$ cat src/design/assert_macros.svh
// ----------------------------------------------------------------------------
// assert_macros.svh
// shared concurrent assertion macros, empty when SYNTH is defined
// ----------------------------------------------------------------------------
`ifndef ASSERT_MACROS_SVH
`define ASSERT_MACROS_SVH

`ifndef SYNTH

// checked at every rising edge outside reset
`define ASSERT_CLK(label, clk, rst_n, prop) \
    label: assert property (@(posedge clk) disable iff (!rst_n) (prop)) \
        else $error("assertion failed");

// checked at every rising edge, reset included
`define ASSERT_CLK_ALWAYS(label, clk, prop) \
    label: assert property (@(posedge clk) (prop)) \
        else $error("assertion failed");

`else

`define ASSERT_CLK(label, clk, rst_n, prop)

`define ASSERT_CLK_ALWAYS(label, clk, prop)

`endif

`endif

$ cat src/design/rag_pkg.sv
// ----------------------------------------------------------------------------
// rag_pkg
// widths, constants and stage types of the radial alpha gradient
// ----------------------------------------------------------------------------
`default_nettype none

package rag_pkg;

    localparam int COORD_BITS = 12;
    localparam int DIM_W      = 13;
    localparam int COLOR_W    = 24;
    localparam int ALPHA_W    = 8;
    localparam int ARGB_W     = ALPHA_W + COLOR_W;
    localparam int SCALE_W    = 16;
    localparam int CFG_IDX_W  = 2;
    localparam int CFG_DATA_W = COLOR_W;

    localparam int DIFF_W = (COORD_BITS + 1 > DIM_W) ? COORD_BITS + 1 : DIM_W;
    localparam int SQ_W   = 2 * DIFF_W;
    localparam int SUM_W  = SQ_W + 1;
    localparam int RHS_W  = SUM_W + SCALE_W;
    localparam int R_W    = DIM_W - 1;
    localparam int Q_W    = 2 * R_W + 2;
    localparam int P_W    = Q_W + ALPHA_W;
    localparam int S_W    = Q_W + 2 * ALPHA_W;
    localparam int CMP_W  = ((RHS_W > S_W) ? RHS_W : S_W) + 2;

    localparam int PREP_STAGES = 3;
    localparam int LATENCY     = PREP_STAGES + ALPHA_W + 1;

    localparam logic [SCALE_W-1:0] ALPHA_SQ  = 16'd65025;
    localparam logic [ALPHA_W-1:0] ALPHA_MAX = 8'd255;

    localparam logic [CFG_IDX_W-1:0] CFG_IDX_WIDTH  = 2'd0;
    localparam logic [CFG_IDX_W-1:0] CFG_IDX_HEIGHT = 2'd1;
    localparam logic [CFG_IDX_W-1:0] CFG_IDX_COLOR  = 2'd2;

    localparam logic [DIM_W-1:0]   WIDTH_RST  = 13'd256;
    localparam logic [DIM_W-1:0]   HEIGHT_RST = 13'd256;
    localparam logic [COLOR_W-1:0] COLOR_RST  = 24'd0;

    // one item inside the alpha search
    typedef struct packed {
        logic [RHS_W-1:0]   rhs;
        logic [Q_W-1:0]     q;
        logic [S_W-1:0]     s;
        logic [P_W-1:0]     p;
        logic [ALPHA_W-1:0] a;
        logic               zero_r;
    } search_t;

endpackage

`default_nettype wire

$ cat src/design/rag_prep.sv
// ----------------------------------------------------------------------------
// rag_prep
// three-stage front end: center offsets, squares and scaled squared distance
// ----------------------------------------------------------------------------
`default_nettype none

module rag_prep
    import rag_pkg::*;
(
    input  wire logic                  clk,
    input  wire logic                  rst_n,
    input  wire logic                  in_valid,
    input  wire logic [COORD_BITS-1:0] pixel_x,
    input  wire logic [COORD_BITS-1:0] pixel_y,
    input  wire logic [DIM_W-1:0]      image_width,
    input  wire logic [DIM_W-1:0]      image_height,
    output logic                       out_valid,
    output search_t                    out_data
);

    logic [PREP_STAGES-1:0] valid_reg;

    logic [DIFF_W-1:0] dx_reg, dx_next, dy_reg, dy_next;
    logic [R_W-1:0]    r_reg, r_next;
    logic [SQ_W-1:0]   sqx_reg, sqx_next, sqy_reg, sqy_next;
    logic [Q_W-1:0]    q1_reg, q1_next, q2_reg;
    logic              zero1_reg, zero1_next, zero2_reg;
    logic [RHS_W-1:0]  rhs_reg, rhs_next;

    logic [DIFF_W-1:0] twice_x, twice_y, w_ext, h_ext;
    logic [DIM_W-1:0]  dim_min;
    logic [SUM_W-1:0]  sum;

    // stage 1: offsets from the doubled center
    always_comb
    begin
        twice_x = DIFF_W'({pixel_x, 1'b0});
        twice_y = DIFF_W'({pixel_y, 1'b0});
        w_ext   = DIFF_W'(image_width);
        h_ext   = DIFF_W'(image_height);
        dx_next = (twice_x >= w_ext) ? twice_x - w_ext : w_ext - twice_x;
        dy_next = (twice_y >= h_ext) ? twice_y - h_ext : h_ext - twice_y;
        dim_min = (image_height > image_width) ? image_width : image_height;
        r_next  = dim_min[DIM_W-1:1];
    end

    // stage 2: squares
    always_comb
    begin
        sqx_next   = SQ_W'(dx_reg) * SQ_W'(dx_reg);
        sqy_next   = SQ_W'(dy_reg) * SQ_W'(dy_reg);
        q1_next    = (Q_W'(r_reg) * Q_W'(r_reg)) << 2;
        zero1_next = (r_reg == '0);
    end

    // stage 3: scaled squared distance
    always_comb
    begin
        sum      = SUM_W'(sqx_reg) + SUM_W'(sqy_reg);
        rhs_next = RHS_W'(sum) * RHS_W'(ALPHA_SQ);
    end

    always_ff @(posedge clk or negedge rst_n)
    begin
        if (!rst_n)
        begin
            valid_reg <= '0;
        end
        else
        begin
            valid_reg <= {valid_reg[PREP_STAGES-2:0], in_valid};
        end
    end

    always_ff @(posedge clk)
    begin
        dx_reg    <= dx_next;
        dy_reg    <= dy_next;
        r_reg     <= r_next;
        sqx_reg   <= sqx_next;
        sqy_reg   <= sqy_next;
        q1_reg    <= q1_next;
        zero1_reg <= zero1_next;
        q2_reg    <= q1_reg;
        zero2_reg <= zero1_reg;
        rhs_reg   <= rhs_next;
    end

    always_comb
    begin
        out_valid       = valid_reg[PREP_STAGES-1];
        out_data.rhs    = rhs_reg;
        out_data.q      = q2_reg;
        out_data.s      = '0;
        out_data.p      = '0;
        out_data.a      = '0;
        out_data.zero_r = zero2_reg;
    end

endmodule

`default_nettype wire

$ cat src/design/rag_search.sv
// ----------------------------------------------------------------------------
// rag_search
// pipelined bit-by-bit alpha search, one alpha bit per stage
// ----------------------------------------------------------------------------
`default_nettype none

`include "assert_macros.svh"

module rag_search
    import rag_pkg::*;
(
    input  wire logic    clk,
    input  wire logic    rst_n,
    input  wire logic    in_valid,
    input  wire search_t in_data,
    output logic         out_valid,
    output search_t      out_data
);

    localparam int LAST = ALPHA_W - 1;

    logic [ALPHA_W-1:0] valid_reg;
    logic [ALPHA_W-1:0] stage_valid;
    search_t            stage_in  [ALPHA_W];
    search_t            stage_reg [ALPHA_W];
    search_t            stage_next[ALPHA_W];

    for (genvar i = 0; i < ALPHA_W; i++)
    begin : g_step
        localparam int B = ALPHA_W - 1 - i;

        logic [CMP_W-1:0] cand;
        logic             take;

        if (i == 0)
        begin : g_first
            assign stage_in[i]    = in_data;
            assign stage_valid[i] = in_valid;
        end
        else
        begin : g_rest
            assign stage_in[i]    = stage_reg[i-1];
            assign stage_valid[i] = valid_reg[i-1];
        end

        // q*(a + 2^b)^2 built from q*a^2 and q*a
        always_comb
        begin
            cand = CMP_W'(stage_in[i].s)
                 + (CMP_W'(stage_in[i].p) << (B + 1))
                 + (CMP_W'(stage_in[i].q) << (2 * B));
            take = (cand <= CMP_W'(stage_in[i].rhs));
            stage_next[i] = stage_in[i];
            if (take)
            begin
                stage_next[i].s = cand[S_W-1:0];
                stage_next[i].p = stage_in[i].p + (P_W'(stage_in[i].q) << B);
                stage_next[i].a = stage_in[i].a | (ALPHA_W'(1) << B);
            end
        end

        always_ff @(posedge clk)
        begin
            stage_reg[i] <= stage_next[i];
        end
    end

    always_ff @(posedge clk or negedge rst_n)
    begin
        if (!rst_n)
        begin
            valid_reg <= '0;
        end
        else
        begin
            valid_reg <= stage_valid;
        end
    end

    assign out_valid = valid_reg[LAST];
    assign out_data  = stage_reg[LAST];

    `ASSERT_CLK(a_search_fits, clk, rst_n,
        valid_reg[LAST] |-> (CMP_W'(stage_reg[LAST].s) <= CMP_W'(stage_reg[LAST].rhs)))
    `ASSERT_CLK(a_search_p, clk, rst_n,
        valid_reg[LAST] |-> (stage_reg[LAST].p ==
            P_W'(stage_reg[LAST].q) * P_W'(stage_reg[LAST].a)))

endmodule

`default_nettype wire

$ cat src/design/radial_alpha_gradient.sv
// ----------------------------------------------------------------------------
// radial_alpha_gradient
// radial alpha mask generator: one ARGB pixel per pixel coordinate
// ----------------------------------------------------------------------------
// One coordinate is taken on every clock edge with start high; busy is always
// low. Each transfer yields exactly one pixel on done, after it has passed
// through 3 front-end stages (offsets, squares, scaled distance), 8 search
// stages that each settle one alpha bit, and the output register. done is high
// for one cycle only and the receiver cannot stall it. The configuration port
// is always ready; write it only while no pixels are in flight.
// ----------------------------------------------------------------------------
`default_nettype none

`include "assert_macros.svh"

module radial_alpha_gradient
    import rag_pkg::*;
(
    input  wire logic                  clk,
    input  wire logic                  rst_n,
    input  wire logic                  start,
    output logic                       busy,
    input  wire logic [COORD_BITS-1:0] pixel_x,
    input  wire logic [COORD_BITS-1:0] pixel_y,
    output logic                       done,
    output logic [ALPHA_W-1:0]         alpha_value,
    output logic [ARGB_W-1:0]          argb_pixel,
    input  wire logic                  cfg_valid,
    output logic                       cfg_ready,
    input  wire logic [CFG_IDX_W-1:0]  cfg_index,
    input  wire logic [CFG_DATA_W-1:0] cfg_data
);

    logic [DIM_W-1:0]   width_reg, height_reg;
    logic [COLOR_W-1:0] color_reg;
    logic               done_reg;
    logic [ALPHA_W-1:0] alpha_reg, alpha_next;

    logic    accept;
    logic    prep_valid, search_valid;
    search_t prep_data, search_data;

    assign busy      = 1'b0;
    assign cfg_ready = 1'b1;
    assign accept    = start && !busy;

    always_ff @(posedge clk or negedge rst_n)
    begin
        if (!rst_n)
        begin
            width_reg  <= WIDTH_RST;
            height_reg <= HEIGHT_RST;
            color_reg  <= COLOR_RST;
        end
        else if (cfg_valid && cfg_ready)
        begin
            unique case (cfg_index)
                CFG_IDX_WIDTH:  width_reg  <= cfg_data[DIM_W-1:0];
                CFG_IDX_HEIGHT: height_reg <= cfg_data[DIM_W-1:0];
                CFG_IDX_COLOR:  color_reg  <= cfg_data[COLOR_W-1:0];
                default: ;
            endcase
        end
    end

    rag_prep u_prep (
        .clk          (clk),
        .rst_n        (rst_n),
        .in_valid     (accept),
        .pixel_x      (pixel_x),
        .pixel_y      (pixel_y),
        .image_width  (width_reg),
        .image_height (height_reg),
        .out_valid    (prep_valid),
        .out_data     (prep_data)
    );

    rag_search u_search (
        .clk       (clk),
        .rst_n     (rst_n),
        .in_valid  (prep_valid),
        .in_data   (prep_data),
        .out_valid (search_valid),
        .out_data  (search_data)
    );

    // zero radius saturates
    assign alpha_next = search_data.zero_r ? ALPHA_MAX : search_data.a;

    always_ff @(posedge clk or negedge rst_n)
    begin
        if (!rst_n)
        begin
            done_reg <= 1'b0;
        end
        else
        begin
            done_reg <= search_valid;
        end
    end

    always_ff @(posedge clk)
    begin
        alpha_reg <= alpha_next;
    end

    assign done        = done_reg;
    assign alpha_value = alpha_reg;
    assign argb_pixel  = {alpha_reg, color_reg};

    `ASSERT_CLK(a_latency, clk, rst_n, accept |-> ##LATENCY done)
    `ASSERT_CLK(a_no_spurious, clk, rst_n, done |-> $past(accept, LATENCY))

endmodule

`default_nettype wire

$ cat config.mk
export PLATFORM = sky130hd
export DESIGN_NAME = radial_alpha_gradient
export DESIGN_NICKNAME = d
export VERILOG_FILES = /design/src/design/rag_pkg.sv /design/src/design/rag_prep.sv /design/src/design/rag_search.sv /design/src/design/radial_alpha_gradient.sv
export VERILOG_INCLUDE_DIRS = /design/src /design/src/design
export SDC_FILE = /design/constraint.sdc
export NUM_CORES = 2
export LEC_CHECK = 0
export ABC_AREA = 1
export BUFFER_PORTS_ARGS = -buffer_cell sky130_fd_sc_hd__buf_4
export CORE_MARGIN = 2
export CORE_UTILIZATION = 58
export DETAILED_ROUTE_END_ITERATION = 10
export GPL_ROUTABILITY_DRIVEN = 0
export GPL_TIMING_DRIVEN = 0
export PLACE_DENSITY = 0.85
export SETUP_SLACK_MARGIN = 0.4
export SYNTH_ARGS = -nofsm -noshare
export SYNTH_HDL_FRONTEND = slang
export SYNTH_SLANG_ARGS = --single-unit
$ cat constraint.sdc
create_clock -name clk -period 11.5 [get_ports clk]
set_clock_uncertainty 0.2 [all_clocks]
set_input_delay 2.3 -clock clk [delete_from_list [all_inputs] [get_ports clk]]
set_output_delay 2.3 -clock clk [all_outputs]
set_load 0.01 [all_outputs]
* Word-level counts from Yosys, hierarchy flattened *
Memory sizes are Yosys's and may differ from the RTL's.
Cells that the tools add are included.

cells by class
  $add $sub $neg = 26
  $mul = 4
  magnitude comparators = 11
  equal/unequal tests = 2
  muxes and demuxes = 11
  reductions and logical operators = 5

operators with widths
  cell                                                  count
  two-way mux 84 bit                                    7
  less-or-equal comparator 45 x 43 -> 1 bit             6
  two-way mux 82 bit                                    1
  multiplier 13 x 13 -> 26 bit                          2
  subtractor 13 bit                                     4
  adder 45 x 28 -> 45 bit                               1
  adder 45 x 32 -> 45 bit                               1
  adder 45 x 34 -> 45 bit                               1
  adder 45 x 36 -> 45 bit                               1
  adder 45 x 38 -> 45 bit                               1
  adder 43 x 26 -> 44 bit                               1
  adder 43 x 30 -> 44 bit                               1
  less-or-equal comparator 44 x 43 -> 1 bit             1
  adder 42 x 35 -> 43 bit                               1
  adder 42 x 36 -> 43 bit                               1
  adder 42 x 37 -> 43 bit                               1
  adder 42 x 38 -> 43 bit                               1
  adder 42 x 39 -> 43 bit                               1
  adder 42 x 40 -> 43 bit                               1
  adder 42 x 41 -> 43 bit                               1
  less-or-equal comparator 40 x 43 -> 1 bit             1
  multiplier 27 x 16 -> 43 bit (second input constant)  1
  two-way mux 13 bit                                    3
  adder 34 x 26 -> 34 bit                               1
  15 further kinds                                      18

word-level totals
  bits in registers = 253
  memory bits (writable) = 1232
  input bits = 54
  output and inout bits = 43
  memories kept = 1

memories
  name                words  bits a word  read ports  clocked after memory_dff  write ports  RTL line          RTL
  u_search.stage_reg  8      154          8           0                         8            rag_search.sv:25  search_t stage_reg [ALPHA_W];

* Logic depth before layout (Yosys ltp) *
An unclocked memory read counts as a cell.

  depth in word-level cells = 5
  depth in mapped cells = 35
  mapped depth without buffers = 35

* By module *
From an unflattened synthesis, not the netlist that was laid out.

second synthesis, totals
  cells, all modules = 13883
  area, all modules = 106475.9 um^2

modules (own cells, without submodules)
  module                 instances  cells an instance  area an instance (um^2)  seq. area each (um^2)
  rag_search             1          9941               75402.3                  24863.8
  rag_prep               1          3688               28619.9                  3658.5
  radial_alpha_gradient  1          254                2453.6                   1438.9

* Worst setup path before layout *
No wires, ideal clock.

  kind = register to register
  start = register u_prep.sqy_reg[2]
  end = register u_prep.rhs_reg[42]
  library setup time = 0.123 ns
  data arrival time = 6.418 ns
  required time = 11.177 ns
  slack = 4.758 ns
  cell stages (with the launch flop) = 31
  period minus slack after synthesis = 6.742 ns
  cells stage by stage = dfxtp_1 -> ha_1 -> fa_1 -> nand3_2 -> nand2_2 -> a21oi_4 -> o21ai_4 -> a21boi_4 -> o21ai_4 -> nand2_2 -> nand2_4 -> a21boi_2 -> xor2_1 -> fa_1 -> fa_1 -> inv_1 -> fa_1 -> inv_1 -> fa_1 -> inv_1 -> ha_1 -> ha_1 -> ha_1 -> nand2_1 -> nor3_1 -> nand3_1 -> nand3_1 -> nand2_1 -> o211ai_1 -> a21oi_1 -> xor2_1

on the way
  word-level cells in the longest chain between the ends = 2

RTL lines
  element                       RTL line        RTL
  start: declaration            rag_prep.sv:25  logic [SQ_W-1:0] sqx_reg, sqx_next, sqy_reg, sqy_next;
  start signal: assignment      rag_prep.sv:81  sqy_reg <= sqy_next;
  adder 26 x 26 -> 27 bit       rag_prep.sv:59  sum = SUM_W'(sqx_reg) + SUM_W'(sqy_reg);
  multiplier 27 x 16 -> 43 bit  rag_prep.sv:60  rhs_next = RHS_W'(sum) * RHS_W'(ALPHA_SQ);
  net u_prep.rhs_next[42]       rag_prep.sv:28  logic [RHS_W-1:0] rhs_reg, rhs_next;
  end signal: assignment        rag_prep.sv:86  rhs_reg <= rhs_next;
  end: declaration              rag_prep.sv:28

The timed path passes the listed nets, and every way through them passes these cells.
A chain may end at the register's enable or synchronous reset.

* Final worst setup path *
  start = register u_prep.sqy_reg[14]
  end = register u_prep.rhs_reg[40]

Same word-level chain as after synthesis.

==> results.yml <==
synthesis:
  synth_mux_area_share_pct: 0.203
  synth_compound_area_share_pct: 11.1
  synth_xor_area_share_pct: 6.06
  ys_seq_area_share_pct: 28.0
  yosys.area_share.adder_pct: 26.8
  synth_cells: 10500
  syn_area_mm2: 0.0822
  avgSynthCellArea_um2: 7.80
  synthArstFlopShare_pct: 5.46
  ys_warn_count: 0
  synth_top_family_by_area: "adder cells"
  synthesis.nets: 12100
  synth_cell_types: 80
  post_synth_and_or_nand_nor_area_fraction_pct: 19.2
  synth_seq_cells: 1135
  synth_edf_count: 0
  synth_flop_cell: "dfxtp_1"
critical_path:
  path_common_cell: "inv_1"
  crit_required_ps: 12000
  critPathCaptureType: "flip-flop"
  slowest_stage: "xor2_1"
  max_stage_delay_ps: 720
  cp_max_fo: 5
  reg2reg_to: "u_prep.rhs_reg[40]$_DFF_P_"
  cp-startpoint: "u_prep.sqy_reg[14]$_DFF_P_"
  r2r_slack_ps: 3930
  cp-start-kind: "flip-flop"
  critPathCapture: "u_prep.rhs_reg[40]$_DFF_P_"
  crit_arrival_ps: 8070
  r2r_start: "u_prep.sqy_reg[14]$_DFF_P_"
  reg2reg_depth: 26
  crit_type: "reg -> reg"
layout:
  drive_gt1_share_pct: 4.55
  seq_area_mm2: 0.0230
  layout.nets: 12300
  stdcell_count: 12700
  area_growth_pct: 8.64
  nFillCells: 11200
  largest_register_ff_count: 886
  multiInputGateArea_mm2: 0.0521
  final_core_util_pct: 63.3
sta:
  slew_violations: 0
  slew_headroom_pct: 24.2
  max_freq_ghz: 0.132
  min_period_ps: 7570
  worstMarginPinSlew_ps: 1130
  rsz0062_at_grt: "no"
  fin_crit_sh_pct: 65.8
  holdWs_ps: 124
  finalSetupViolCount: 0
  hold_viol: 0
  tns_ps: 0
drt:
  detail-route-antenna-nets: 0
  vias_per_cell: 5.79
  drc: 4
  drtIter0Drc: 8322
  wl_per_cell_um: 18.9
  first_pass_iters: 11
  routed_wl_um: 240000
  vias: 73800
global_route:
  grt_max_degree: 63
  first_global_vias: 73600
  track_usage_pct: 32.6
  antenna_found_initial: 6
  grt-ovfl-total: 0
  grt_first_pass_wirelength_um: 378000
clock_network:
  cts_hold_buf: 0
  clk_latency_ps: 790
  root_buffer: "clkbuf_16"
  cts_buffers: 113
  cts.sinks: 1135
  cts_setup_buffers: 0
  h-tree-depth: 3
  cts_tree: "yes"
  post_cts_resized: 0
  clockBufferDepth: 3
  path_clk_slew_ps: 80
floorplan:
  coreArea_mm2: 0.141
  die_w_um: 380
  io_pins: 97
  fp.dieH_um: 380
  rows: 138
  die_area_mm2: 0.145
  start_util_pct: 58.3
placed_design:
  io_buffers: 94
  placedCellCount: 12500
  place_hpwl_um: 195000
worst_hold_path:
  hp-start: "u_search.stage_reg[0][154]$_DFF_P_"
  worstHoldPathType: "reg -> reg"
flow_run:
  cap_violations: 0
run_status:
  status: "finished, violations left"
  violations: "design-rule violations"
[final cells by class]
type,count,area share (%)
inverter,1715,7.21
antenna,5,0.0140
clock buffer,145,3.49
timing repair buffer,94,0.790
buffer,140,0.676
clock inverter,66,0.994
multi-input combinational,7551,58.4
tap,1890,2.65
sequential,1135,25.8
[critical path, delay by kind of cell (launching register included)]
kind | cells | cell delay, ps
and+or+nand+nor | 3 | 400
AOI/OAI and AO/OA | 8 | 1610
DFF | 1 | 340
xor gates and xnor gates | 2 | 920
adders and majority gates | 8 | 3510
buffers and inverters | 5 | 530
[layer usage]
layer / up-vias / global-route usage (%) / routed length [um]
met2: 4266 / 53.6 / 108000
met1: 34000 / 38.4 / 88000
met5: - / 0 / 78
met3: 1202 / 6.42 / 24500
li1: 34300 / - / -
met4: 8 / 22.4 / 19700
[cells in the mapped netlist, drive strengths merged, types with 11 or more instances]
cell type	instances	share of area (%)
ha	1086	17
o21ai	580	3.6
clkbuf	97	0.45
or2	22	0.17
o211ai	34	0.31
dfxtp	1073	26
a31oi	45	0.35
xor2	338	3.8
o21bai	58	0.54
nand3	317	2.0
inv	1712	7.8
a21oi	742	4.6
nor2	608	2.8
nand3b	20	0.18
a211oi	20	0.18
a21o	60	0.55
and2	19	0.14
nor3	101	0.65
xnor2	216	2.3
nor4	58	0.44
dfrtp	60	1.8
mux2	13	0.18
a21boi	31	0.32
and3	11	0.085
o21a	30	0.27
fa	420	10
buf	43	0.29
nand4	126	0.97
nand2	2540	12
[cells in the final DEF, fill, tap and decap left out, drive strengths merged, types with 216 or more instances in the layout]
| cell type | count |
|---|---|
| xnor2 | 216 |
| ha | 1086 |
| nor2 | 608 |
| a21oi | 742 |
| nand2 | 2540 |
| inv | 1728 |
| xor2 | 338 |
| o21ai | 580 |
| nand3 | 317 |
| fa | 420 |
| clkbuf | 242 |
| dfxtp | 1073 |
[how the worst min path moves through the flow]
stage / cells after the start / slack (ps) / end
floorplan: 0 / 110 / u_prep.q2_reg[10]$_DFF_P_
global placement: 0 / 110 / u_prep.q2_reg[7]$_DFF_P_
detailed placement: 0 / 110 / u_prep.q2_reg[14]$_DFF_P_
CTS: 0 / 120 / u_search.stage_reg[0][308]$_DFF_P_
global route: 0 / 130 / u_search.stage_reg[0][468]$_DFF_P_
finish: 0 / 120 / u_search.stage_reg[0][308]$_DFF_P_
[cell families (layout without fill, tap and decap cells)]
logic type      count (synthesis)  after routing
flops                        1135           1135
compound gates               1645           1645
fa+ha+maj                    1506           1506
other cells                     2              7
simple gates                 3829           3829
buf+inv                      1855           2160
mux                            15             15
xor+xnor                      554            554
[through the flow]
step	setup WS (ps)	instance area [um^2]
floorplan	4760	82200
global placement	4140	85200
detailed placement	4000	85200
CTS	3960	89300
global route	3470	89300
finish	3930	89300
Power is not shown: default switching activity piles up to over one toggle a cycle in this logic, so the estimate is an artifact.
